**config.mk**
```make
export PLATFORM = sky130hd
export DESIGN_NAME = sorted_list_engine
export DESIGN_NICKNAME = d
export VERILOG_FILES = /design/src/rtl/sle_pkg.sv /design/src/rtl/sle_store.sv /design/src/rtl/sorted_list_engine.sv
export SDC_FILE = /design/constraint.sdc
export NUM_CORES = 1
export LEC_CHECK = 0
export ABC_AREA = 1
export CORE_MARGIN = 5
export CORE_UTILIZATION = 25
export CTS_CLUSTER_SIZE = 40
export DETAILED_ROUTE_END_ITERATION = 16
export DONT_BUFFER_PORTS = 1
export PLACE_DENSITY = 0.45
export SLEW_MARGIN = 20
export SYNTH_ARGS = -nofsm -noshare
export SYNTH_HDL_FRONTEND = slang
export SYNTH_SLANG_ARGS = --single-unit
```
**constraint.sdc**
```tcl
create_clock -name clk_i -period 4.77 [get_ports clk_i]
set_input_delay 0.954 -clock clk_i [delete_from_list [all_inputs] [get_ports clk_i]]
set_output_delay 0.954 -clock clk_i [all_outputs]
set_load 0.05 [all_outputs]
```
**src/rtl/sle_pkg.sv**
```systemverilog
// Shared constants and codes for the sorted list engine.
package sle_pkg;

  localparam int unsigned CAPACITY_DEF = 16;
  localparam int unsigned MAX_RESULTS  = 16;

  localparam int unsigned DATA_W   = 32;
  localparam int unsigned REQ_W    = 2;
  localparam int unsigned STATUS_W = 2;
  localparam int unsigned POS_W    = 4;
  localparam int unsigned RCNT_W   = 5;
  localparam int unsigned MCNT_W   = $clog2(MAX_RESULTS + 1);

  typedef enum logic [REQ_W-1:0] {
    REQ_INSERT = 2'd0,
    REQ_FIND   = 2'd1,
    REQ_REMOVE = 2'd2
  } req_e;

  typedef enum logic [STATUS_W-1:0] {
    ST_OK        = 2'd0,
    ST_EMPTY     = 2'd1,
    ST_NOT_FOUND = 2'd2,
    ST_FULL      = 2'd3
  } status_e;

endpackage

```
**src/rtl/sle_store.sv**
```systemverilog
// Entry store: one write port, one enabled read port with registered data.
module sle_store #(
  parameter int unsigned DEPTH = sle_pkg::CAPACITY_DEF,
  parameter int unsigned IW    = (DEPTH > 1) ? $clog2(DEPTH) : 1
) (
  input  logic                        clk_i,
  input  logic                        we_i,
  input  logic [IW-1:0]               waddr_i,
  input  logic [sle_pkg::DATA_W-1:0]  wdata_i,
  input  logic                        re_i,
  input  logic [IW-1:0]               raddr_i,
  output logic [sle_pkg::DATA_W-1:0]  rdata_o
);

  logic [sle_pkg::DATA_W-1:0] mem_q [DEPTH];
  logic [sle_pkg::DATA_W-1:0] rdata_q;

  always_ff @(posedge clk_i) begin
    if (we_i) begin
      mem_q[waddr_i] <= wdata_i;
    end
    if (re_i) begin
      rdata_q <= mem_q[raddr_i];
    end
  end

  assign rdata_o = rdata_q;

endmodule

```
**src/rtl/sorted_list_engine.sv**
```systemverilog
// Sorted list engine: ascending store of signed words, insert / find / remove.
// Insert walks from the top, shifting entries up; find and remove walk from the bottom;
// then the result words follow, one per cycle while the output is not stalled.
// A new request is taken only in idle, after every result word of the last one is sent;
// the walks are paced by the single store read port and shared comparator.
// Reset: entry count and handshake state clear at once; stored entries are not cleared.
module sorted_list_engine #(
  parameter int unsigned CAPACITY = sle_pkg::CAPACITY_DEF
) (
  input  logic                          clk_i,
  input  logic                          rst_ni,
  input  logic                          in_valid_i,
  output logic                          in_ready_o,
  input  logic [sle_pkg::REQ_W-1:0]     req_type_i,
  input  logic [sle_pkg::DATA_W-1:0]    value_i,
  output logic                          out_valid_o,
  input  logic                          out_ready_i,
  output logic [sle_pkg::STATUS_W-1:0]  status_o,
  output logic [sle_pkg::POS_W-1:0]     position_o,
  output logic [sle_pkg::RCNT_W-1:0]    removed_count_o,
  output logic                          last_o
);

  localparam int unsigned IW = (CAPACITY > 1) ? $clog2(CAPACITY) : 1;
  localparam int unsigned CW = $clog2(CAPACITY + 1);
  localparam int unsigned MW = sle_pkg::MCNT_W;

  localparam logic [2:0] S_IDLE = 3'd0;
  localparam logic [2:0] S_INS  = 3'd1;
  localparam logic [2:0] S_TAIL = 3'd2;
  localparam logic [2:0] S_FIND = 3'd3;
  localparam logic [2:0] S_REM  = 3'd4;
  localparam logic [2:0] S_EMIT = 3'd5;

  logic [2:0]                    state_q, state_d;
  logic [CW-1:0]                 cnt_q, cnt_d;
  logic                          dv_q, dv_d;
  logic                          out_valid_q, out_valid_d;

  logic signed [sle_pkg::DATA_W-1:0] key_q, key_d;
  logic [CW-1:0]                 rp_q, rp_d;
  logic [CW-1:0]                 left_q, left_d;
  logic [CW-1:0]                 idx_q, idx_d;
  logic [CW-1:0]                 wp_q, wp_d;
  logic [CW-1:0]                 f_q, f_d;
  logic [MW-1:0]                 mcnt_q, mcnt_d;
  logic [MW-1:0]                 tot_q, tot_d;
  logic [MW-1:0]                 e_q, e_d;
  logic [sle_pkg::STATUS_W-1:0]  res_status_q, res_status_d;
  logic [sle_pkg::RCNT_W-1:0]    rc_q, rc_d;

  logic [sle_pkg::STATUS_W-1:0]  status_q, status_d;
  logic [sle_pkg::POS_W-1:0]     pos_q, pos_d;
  logic [sle_pkg::RCNT_W-1:0]    rcnt_q, rcnt_d;
  logic                          last_q, last_d;

  logic                          we;
  logic [IW-1:0]                 waddr;
  logic [sle_pkg::DATA_W-1:0]    wdata;
  logic                          rd_en;
  logic [sle_pkg::DATA_W-1:0]    rdata_raw;
  logic signed [sle_pkg::DATA_W-1:0] rdata;

  logic                          lt, eq, last_idx, emit_last;
  logic [MW-1:0]                 m_next;
  logic [CW-1:0]                 wp_next, removed;

  sle_store #(
    .DEPTH (CAPACITY),
    .IW    (IW)
  ) u_store (
    .clk_i   (clk_i),
    .we_i    (we),
    .waddr_i (waddr),
    .wdata_i (wdata),
    .re_i    (rd_en),
    .raddr_i (rp_q[IW-1:0]),
    .rdata_o (rdata_raw)
  );

  // shared comparator: stored entry against the request key
  assign rdata    = $signed(rdata_raw);
  assign lt       = rdata < key_q;
  assign eq       = rdata == key_q;
  assign last_idx = idx_q == CW'(cnt_q - CW'(1));
  assign m_next   = mcnt_q + MW'(eq);
  assign wp_next  = eq ? wp_q : CW'(wp_q + CW'(1));
  assign removed  = CW'(cnt_q - wp_next);
  assign emit_last = e_q == MW'(tot_q - MW'(1));

  assign rd_en = ((state_q == S_INS) || (state_q == S_FIND) || (state_q == S_REM)) &&
                 (left_q != '0);

  always_comb begin
    state_d      = state_q;
    cnt_d        = cnt_q;
    key_d        = key_q;
    wp_d         = wp_q;
    f_d          = f_q;
    mcnt_d       = mcnt_q;
    tot_d        = tot_q;
    e_d          = e_q;
    res_status_d = res_status_q;
    rc_d         = rc_q;
    rp_d         = rp_q;
    left_d       = left_q;
    idx_d        = idx_q;
    dv_d         = rd_en;
    out_valid_d  = out_valid_q && !out_ready_i;
    status_d     = status_q;
    pos_d        = pos_q;
    rcnt_d       = rcnt_q;
    last_d       = last_q;
    we           = 1'b0;
    waddr        = '0;
    wdata        = rdata_raw;

    if (rd_en) begin
      left_d = CW'(left_q - CW'(1));
      idx_d  = rp_q;
      rp_d   = (state_q == S_INS) ? CW'(rp_q - CW'(1)) : CW'(rp_q + CW'(1));
    end

    unique case (state_q)
      S_IDLE: begin
        if (in_valid_i) begin
          key_d  = $signed(value_i);
          e_d    = '0;
          rc_d   = '0;
          f_d    = '0;
          tot_d  = MW'(1);
          mcnt_d = '0;
          wp_d   = '0;
          case (req_type_i)
            sle_pkg::REQ_INSERT: begin
              if (cnt_q == CW'(CAPACITY)) begin
                res_status_d = sle_pkg::ST_FULL;
                state_d      = S_EMIT;
              end else if (cnt_q == '0) begin
                state_d = S_TAIL;
              end else begin
                rp_d    = CW'(cnt_q - CW'(1));
                left_d  = cnt_q;
                state_d = S_INS;
              end
            end
            sle_pkg::REQ_FIND, sle_pkg::REQ_REMOVE: begin
              if (cnt_q == '0) begin
                res_status_d = sle_pkg::ST_EMPTY;
                state_d      = S_EMIT;
              end else begin
                rp_d    = '0;
                left_d  = cnt_q;
                state_d = (req_type_i == sle_pkg::REQ_FIND) ? S_FIND : S_REM;
              end
            end
            default: ;
          endcase
        end
      end
      S_INS: begin
        // shift entries not less than the key up by one, top down
        if (dv_q) begin
          we    = 1'b1;
          waddr = IW'(CW'(idx_q + CW'(1)));
          if (!lt) begin
            wdata = rdata_raw;
            if (idx_q == '0) begin
              state_d = S_TAIL;
            end
          end else begin
            wdata        = key_q;
            f_d          = CW'(idx_q + CW'(1));
            cnt_d        = CW'(cnt_q + CW'(1));
            res_status_d = sle_pkg::ST_OK;
            state_d      = S_EMIT;
          end
        end
      end
      S_TAIL: begin
        we           = 1'b1;
        waddr        = '0;
        wdata        = key_q;
        f_d          = '0;
        cnt_d        = CW'(cnt_q + CW'(1));
        res_status_d = sle_pkg::ST_OK;
        state_d      = S_EMIT;
      end
      S_FIND: begin
        // matches are contiguous: record first position and run length
        if (dv_q) begin
          mcnt_d = m_next;
          if (eq && (mcnt_q == '0)) begin
            f_d = idx_q;
          end
          if ((!lt && !eq) || last_idx || (m_next == MW'(sle_pkg::MAX_RESULTS))) begin
            if (m_next == '0) begin
              res_status_d = sle_pkg::ST_NOT_FOUND;
              tot_d        = MW'(1);
            end else begin
              res_status_d = sle_pkg::ST_OK;
              tot_d        = m_next;
            end
            state_d = S_EMIT;
          end
        end
      end
      S_REM: begin
        // compact survivors downward; write pointer never passes the read pointer
        if (dv_q) begin
          if (!eq) begin
            we    = 1'b1;
            waddr = wp_q[IW-1:0];
            wdata = rdata_raw;
          end
          wp_d = wp_next;
          if (last_idx) begin
            cnt_d = wp_next;
            if (removed == '0) begin
              res_status_d = sle_pkg::ST_NOT_FOUND;
            end else begin
              res_status_d = sle_pkg::ST_OK;
              rc_d         = sle_pkg::RCNT_W'(removed);
            end
            state_d = S_EMIT;
          end
        end
      end
      S_EMIT: begin
        if (!out_valid_q || out_ready_i) begin
          out_valid_d = 1'b1;
          status_d    = res_status_q;
          pos_d       = sle_pkg::POS_W'(CW'(f_q + CW'(e_q)));
          rcnt_d      = rc_q;
          last_d      = emit_last;
          e_d         = MW'(e_q + MW'(1));
          if (emit_last) begin
            state_d = S_IDLE;
          end
        end
      end
      default: state_d = S_IDLE;
    endcase
  end

  always_ff @(posedge clk_i or negedge rst_ni) begin
    if (!rst_ni) begin
      state_q     <= S_IDLE;
      cnt_q       <= '0;
      dv_q        <= 1'b0;
      out_valid_q <= 1'b0;
    end else begin
      state_q     <= state_d;
      cnt_q       <= cnt_d;
      dv_q        <= dv_d;
      out_valid_q <= out_valid_d;
    end
  end

  always_ff @(posedge clk_i) begin
    key_q        <= key_d;
    rp_q         <= rp_d;
    left_q       <= left_d;
    idx_q        <= idx_d;
    wp_q         <= wp_d;
    f_q          <= f_d;
    mcnt_q       <= mcnt_d;
    tot_q        <= tot_d;
    e_q          <= e_d;
    res_status_q <= res_status_d;
    rc_q         <= rc_d;
    status_q     <= status_d;
    pos_q        <= pos_d;
    rcnt_q       <= rcnt_d;
    last_q       <= last_d;
  end

  assign in_ready_o      = state_q == S_IDLE;
  assign out_valid_o     = out_valid_q;
  assign status_o        = status_q;
  assign position_o      = pos_q;
  assign removed_count_o = rcnt_q;
  assign last_o          = last_q;

endmodule

```
Word-level counts from Yosys, hierarchy flattened
Memories as Yosys holds them, arrays and structs flattened. A register that Yosys moved wholly into a read port is not among the register bits.
Cells that the tools add are included.
- bits in registers: 100
- logic and storage cells: 184
- bits in writable memories: 512
- memory bits (read-only): 0
- input bits: 38
- bits in latches: 0
- memories: 1
- output and inout port bits: 14
- eq/ne operators: 27
- divide/modulo/power cells: 0
- $add $sub $neg: 12
- shift operators: 0
- multipliers: 0
- $lt $le $gt $ge: 1
- bitwise gates (word level): 0
- multiplexer cells: 85
- reduce and logical (&&, ||, !) cells: 39
- memory list (memory ; depth ; width ; rd ports ; clocked after Yosys merged registers in ; wr ports ; line ; source):
    u_store.mem_q ; 16 ; 32 ; 1 ; 1 ; 1 ; sle_store.sv:15 ; logic [sle_pkg::DATA_W-1:0] mem_q [DEPTH];
- operator list (operator ; number):
    2-to-1 mux 5 bit ; 28
    one-hot mux 5 bit (2 select lines) ; 7
    2-to-1 mux 32 bit ; 2
    one-hot mux 32 bit (2 select lines) ; 1
    2-to-1 mux 3 bit ; 13
    == test 32 bit ; 1
    < comparator 32 bit ; 1
    2-to-1 mux 4 bit ; 7
    zero test 5 bit ; 5
    2-to-1 mux 2 bit ; 12
    adder 5 x 1 -> 5 bit, second input constant ; 4
    subtractor 5 x 1 -> 5 bit, second input constant ; 4
    inequality test 2 bit, second input constant ; 9
    one-hot mux 3 bit (6 select lines) ; 1
    one-hot mux 4 bit (4 select lines) ; 1
    one-hot mux 5 bit (3 select lines) ; 1
    AND reduction 11 bit ; 1
    == test 5 bit ; 2
    == test 5 bit, second input constant ; 2
    one-hot mux 2 bit (5 select lines) ; 1
    AND reduction 10 bit ; 1
    AND reduction 5 bit ; 2
    nonzero test 5 bit ; 2
    AND reduction 3 bit ; 3
    other kinds (30) ; 53

Depth between registers and ports, before layout
- depth after elaboration: 10
- mapped depth: 20
- gate-level depth less buffers: 19

Hierarchy
From an unflattened synthesis, not the netlist that was laid out.
- cell total of the unflattened synthesis: 2982
- area, all modules: 30235.2 um^2
- modules (own cells, without submodules) (module ; sequential area each (um^2) ; instances ; area an instance (um^2) ; cells an instance):
    sle_store ; 16335.7 ; 1 ; 23050.9 ; 2120
    sorted_list_engine ; 2852.7 ; 1 ; 7184.4 ; 862

Least setup slack after synthesis
No wires, ideal clock.
- kind: flip-flop to flip-flop
- start: register u_store.rdata_q (netlist bit u_store.rdata_o[31]) (read register of u_store.mem_q)
- end: memory u_store.mem_q[4][0] (netlist name), enable pin
- slack: 1.142 ns
- data required time: 4.349 ns
- period minus slack after synthesis: 3.628 ns
- buffers on the path: 0
- arrival: 3.207 ns
- library setup time: 0.421 ns
- stages on the path, launching flop included: 12
- path through: edfxtp_1 ha_1 nand2_1 nor2_2 nand2_2 nor4_4 nand2_2 nand2_1 o21ai_1 a31oi_1 nand2_1 nor2_1
- cells in the longest elaborated chain, start to end: 6
- elaborated cells between the ends (all ways): 9
- those cells by class: eq/ne (1); mux (8)
- ends and longest elaborated chain (what ; line ; source):
    from (decl) ; sle_store.sv:16 ; logic [sle_pkg::DATA_W-1:0] rdata_q;
    == test 32 bit * ; sorted_list_engine.sv:84 ; assign eq = rdata == key_q;
    2-to-1 mux 1 bit ; sorted_list_engine.sv:211 ; if (!eq) begin
    2-to-1 mux 1 bit ; sorted_list_engine.sv:210 ; if (dv_q) begin
    one-hot mux 1 bit (3 select lines) ; sorted_list_engine.sv:124 ; unique case (state_q)
    2-to-1 mux 1 bit ; sle_store.sv:19 ; if (we_i) begin
    2-to-1 mux 1 bit (implied by the code) ; sle_store.sv:20 ; mem_q[waddr_i] <= wdata_i;
    to (decl) ; sle_store.sv:15 ;
Mark *: on every way between the ends. The rest lies on a longest branch, timed or not.

Final worst setup path
- start: register u_store.rdata_q (netlist bit u_store.rdata_o[27]) (read register of u_store.mem_q)
- end: register rc_q[2] (netlist name), enable pin
- cells in the longest elaborated chain, start to end: 6
- ends and longest elaborated chain (what ; line ; source):
    == test 32 bit ; sorted_list_engine.sv:84 ;
    2-to-1 mux 5 bit ; sorted_list_engine.sv:87 ; assign wp_next = eq ? wp_q : CW'(wp_q + CW'(1));
    named net wp_next[0] ; sorted_list_engine.sv:66 ; logic [CW-1:0] wp_next, removed;
    subtractor 5 bit ; sorted_list_engine.sv:88 ; assign removed = CW'(cnt_q - wp_next);
    zero test 5 bit ; sorted_list_engine.sv:219 ; if (removed == '0) begin
    inequality test 2 bit (no line) ; n/a ;
    AND reduction 5 bit (no line) ; n/a ;
    to (signal assigned) ; sorted_list_engine.sv:271 ; rc_q <= rc_d;
    to (decl) ; sorted_list_engine.sv:50 ; logic [sle_pkg::RCNT_W-1:0] rc_q, rc_d;
The timed path passes the listed nets, and every way through them passes these cells.
A chain may end at the register's enable or synchronous reset.

==> run_results.csv <==
group,metric,value,unit
power,power.leakage,11.9,nW
sta,rsz0062_at_grt,"no",
critical_path,required,5030,ps
sta,final.period_utilization,82.9,%
clock_tree,cts_tree,"built",
critical_path,path_max_fanout,5,
global_route,grt-ovfl-total,0,
power,power_density,697,mW/mm²
placed_design,dpl.hpwl,44000,µm
yosys,synth_seq_area_share,67.5,%
routing,drt_wl_total,77600,µm
final_layout,nets,2390,
sta,slew_headroom,27.6,%
job,maxCapViolCount,0,
sta,post-route-min-period,3950,ps
clock_tree,cts_root_buf,"clkbuf_16",
yosys,syn_nets,2384,
yosys,syn_avg_cell_area,12.4,µm²
clock_tree,cts.path.max_buffers,3,
routing,via_per_inst,4.54,
global_route,grt_pass1_vias,17200,
sta,drv_slew,0,
sta,setup-tns-final,0,ps
yosys,synth_most_common_cell,"edfxtp_1",
die,rows,123,
placed_design,io_buffers,0,
yosys,synth_area,0.0284,mm²
critical_path,cp-start-kind,"register",
clock_tree,cts_buffers,71,
sta,setup_viol,0,
sta,clock_skew,33.9,ps
placed_design,gp_congestion,0.806,
yosys,synth_cell_type_count,45,
global_route,grt_max_degree,114,
die,start_util,25.2,%
yosys,ys.flop_type,"edfxtp_1",
yosys,synth_area_leaders,"edfxtp_1 (66%), mux2i_1 (4.5%), inv_1 (3.6%)",
global_route,gr-usage-all-layers,12.6,%
placed_design,dp_cells,3719,
clock_tree,worstSkewPairLatency,640,ps
clock_tree,cts_max_level,3,
yosys,synth_warnings,0,
yosys,synth_top_area_share,65.9,%
yosys,synth-edff-count,624,
clock_tree,clock-sinks,644,
routing,remaining_drc_errors,0,
critical_path,worstPathArrival,4220,ps
routing,dr.pass1.iters,5,
worst_hold_path,hold_class,"register to register",
run_status,status,"completed",
final_layout,instances_no_fill,3859,
routing,via_count,17500,
sta,max_freq,253,MHz
yosys,yosys.area.top_type,"edfxtp_1",
clock_tree,clk_pin_slew,60,ps
placed_design,place_ws,866,ps
critical_path,worstSetupPathType,"register to register",
power,vdd_drop_max,0.000466,V
global_route,grt_pass1_wl,115000,µm
routing,drt_iter0_drc,1388,
sta,finalWorstSetupSlack,816,ps
yosys,syn_inst,2287,
die,core,0.113,mm²
yosys,synth-seq-cells,644,
final_layout,syn2layout_area_growth,14.9,%
global_route,antenna_found_initial,31,
sta,hold_slack,412,ps
sta,tightestPinTransition,1090,ps
final_layout,drive_above_1_share,9.95,%
critical_path,crit_path_end_kind,"register",
final_layout,num-fill-cells,11400,
die,die_h,347,µm
yosys,synth_common_cells,"edfxtp_1 (624), inv_1 (273), nand2_1 (241), o21ai_0 (189), a21oi_1 (158)",
die,dieArea,0.121,mm²
final_layout,finish.utilization,29.0,%
sta,hold_viol_final,0,
routing,post_drt_wl_per_cell,20.1,µm
yosys,synthArstFlopShare,1.55,%
routing,final_antenna_net_count,0,
die,dieWidth,347,µm
die,num_io_pins,52,
## placed cells by master, fill, tap and decap left out, drive strengths merged, types with 79 or more instances in the layout
cell    instances
o211ai        130
mux2i         128
a21oi         158
o21ai         192
edfxtp        624
nand2         250
nand3          79
inv           286
nor2          115
clkbuf         88
## cell families (layout without fill, tap and decap cells)
kind of cell | count (synthesis) | after routing | share of synthesized area [%]
xor+xnor | 30 | 30 | 0.924
compound gates | 559 | 559 | 11.9
fa+ha+maj | 59 | 59 | 2.67
simple gates | 471 | 471 | 7.09
other cells | 0 | 8 | 0
buf+inv | 396 | 460 | 5.44
flops | 644 | 644 | 67.5
mux | 128 | 128 | 4.50
## what timing repair did
| action | CTS | global route |
|---|---|---|
| hold buffers | 1 | 0 |
| buffers inserted | 0 | 0 |
| gates resized for setup | 0 | 0 |
| endpoints found under the hold margin | 10 | 0 |
## path summary, 6_finish.rpt
kind	from	end	slack (ps)	cells after the start
setup / recovery	u_store.rdata_o[27]	rc_q[2]	820	15
hold / removal	res_status_q[0]	status_o[0]	410	0
setup reg to reg	u_store.rdata_o[27]	rc_q[2]	820	15
hold reg to reg	res_status_q[0]	status_o[0]	410	0
max in group asynchronous	rst_ni	out_valid_o	3600	1
min in group asynchronous	rst_ni	cnt_q[3]	780	1
## worst max-delay path, stage by stage (launching register included)
cell,delay (ps)
edfxtp_1,400
ha_1,320
nand2_1,80
nor2_1,230
nand2_2,130
nor4_1,220
nand2_1,190
ha_1,350
ha_1,220
fa_1,400
o21ai_0,220
xor2_1,110
or2_1,270
nand3_1,80
nor2_1,50
nor2_1,320
## per-stage QoR
step                total power, mW  cell area, µm²
floorplan                      14.9           28400
global placement               17.5           30400
detailed placement             17.7           30400
finish                         22.8           32700
CTS                            23.1           32700
global route                   24.3           32700
## report_power, final
part | total (mW) | internal, mW | leakage (nW) | switching (mW)
Clock | 5.34 | 3.04 | 1.09 | 2.31
Sequential | 9.19 | 8.60 | 5.90 | 0.595
Combinational | 8.25 | 2.39 | 4.89 | 5.87
Total | 22.8 | 14.0 | 11.9 | 8.77
## layer usage
metal | global-route usage [%] | routed length, µm
met1 | 17.4 | 35900
met2 | 19.5 | 34600
met3 | 3.66 | 5110
met4 | 3.40 | 1720
met5 | 0 | 189
## final cells by class
cell class / count / area [µm²] / share of cell area [%]
Multi-Input combinational cell: 1247 / 7850 / 24.0
Sequential cell: 644 / 19200 / 58.7
Antenna cell: 8 / 20.0 / 0.0612
Clock inverter: 43 / 385 / 1.18
Inverter: 286 / 1080 / 3.30
Tap cell: 1500 / 1880 / 5.74
Clock buffer: 88 / 1870 / 5.73
Timing Repair Buffer: 43 / 400 / 1.22
## registers in the layout (all words and copies together), names as in the netlist, 2 cells and up
signal,flops
left_q,5
cnt_q,5
removed_count_o,5
wp_q,5
state_q,3
key_q,32
f_q,4
u_store.rdata_o,32
mcnt_q,5
res_status_q,2
idx_q,5
rc_q,5
u_store.mem_q,512
status_o,2
rp_q,5
tot_q,5
position_o,4
e_q,5
(Power assumes the default switching activity.)
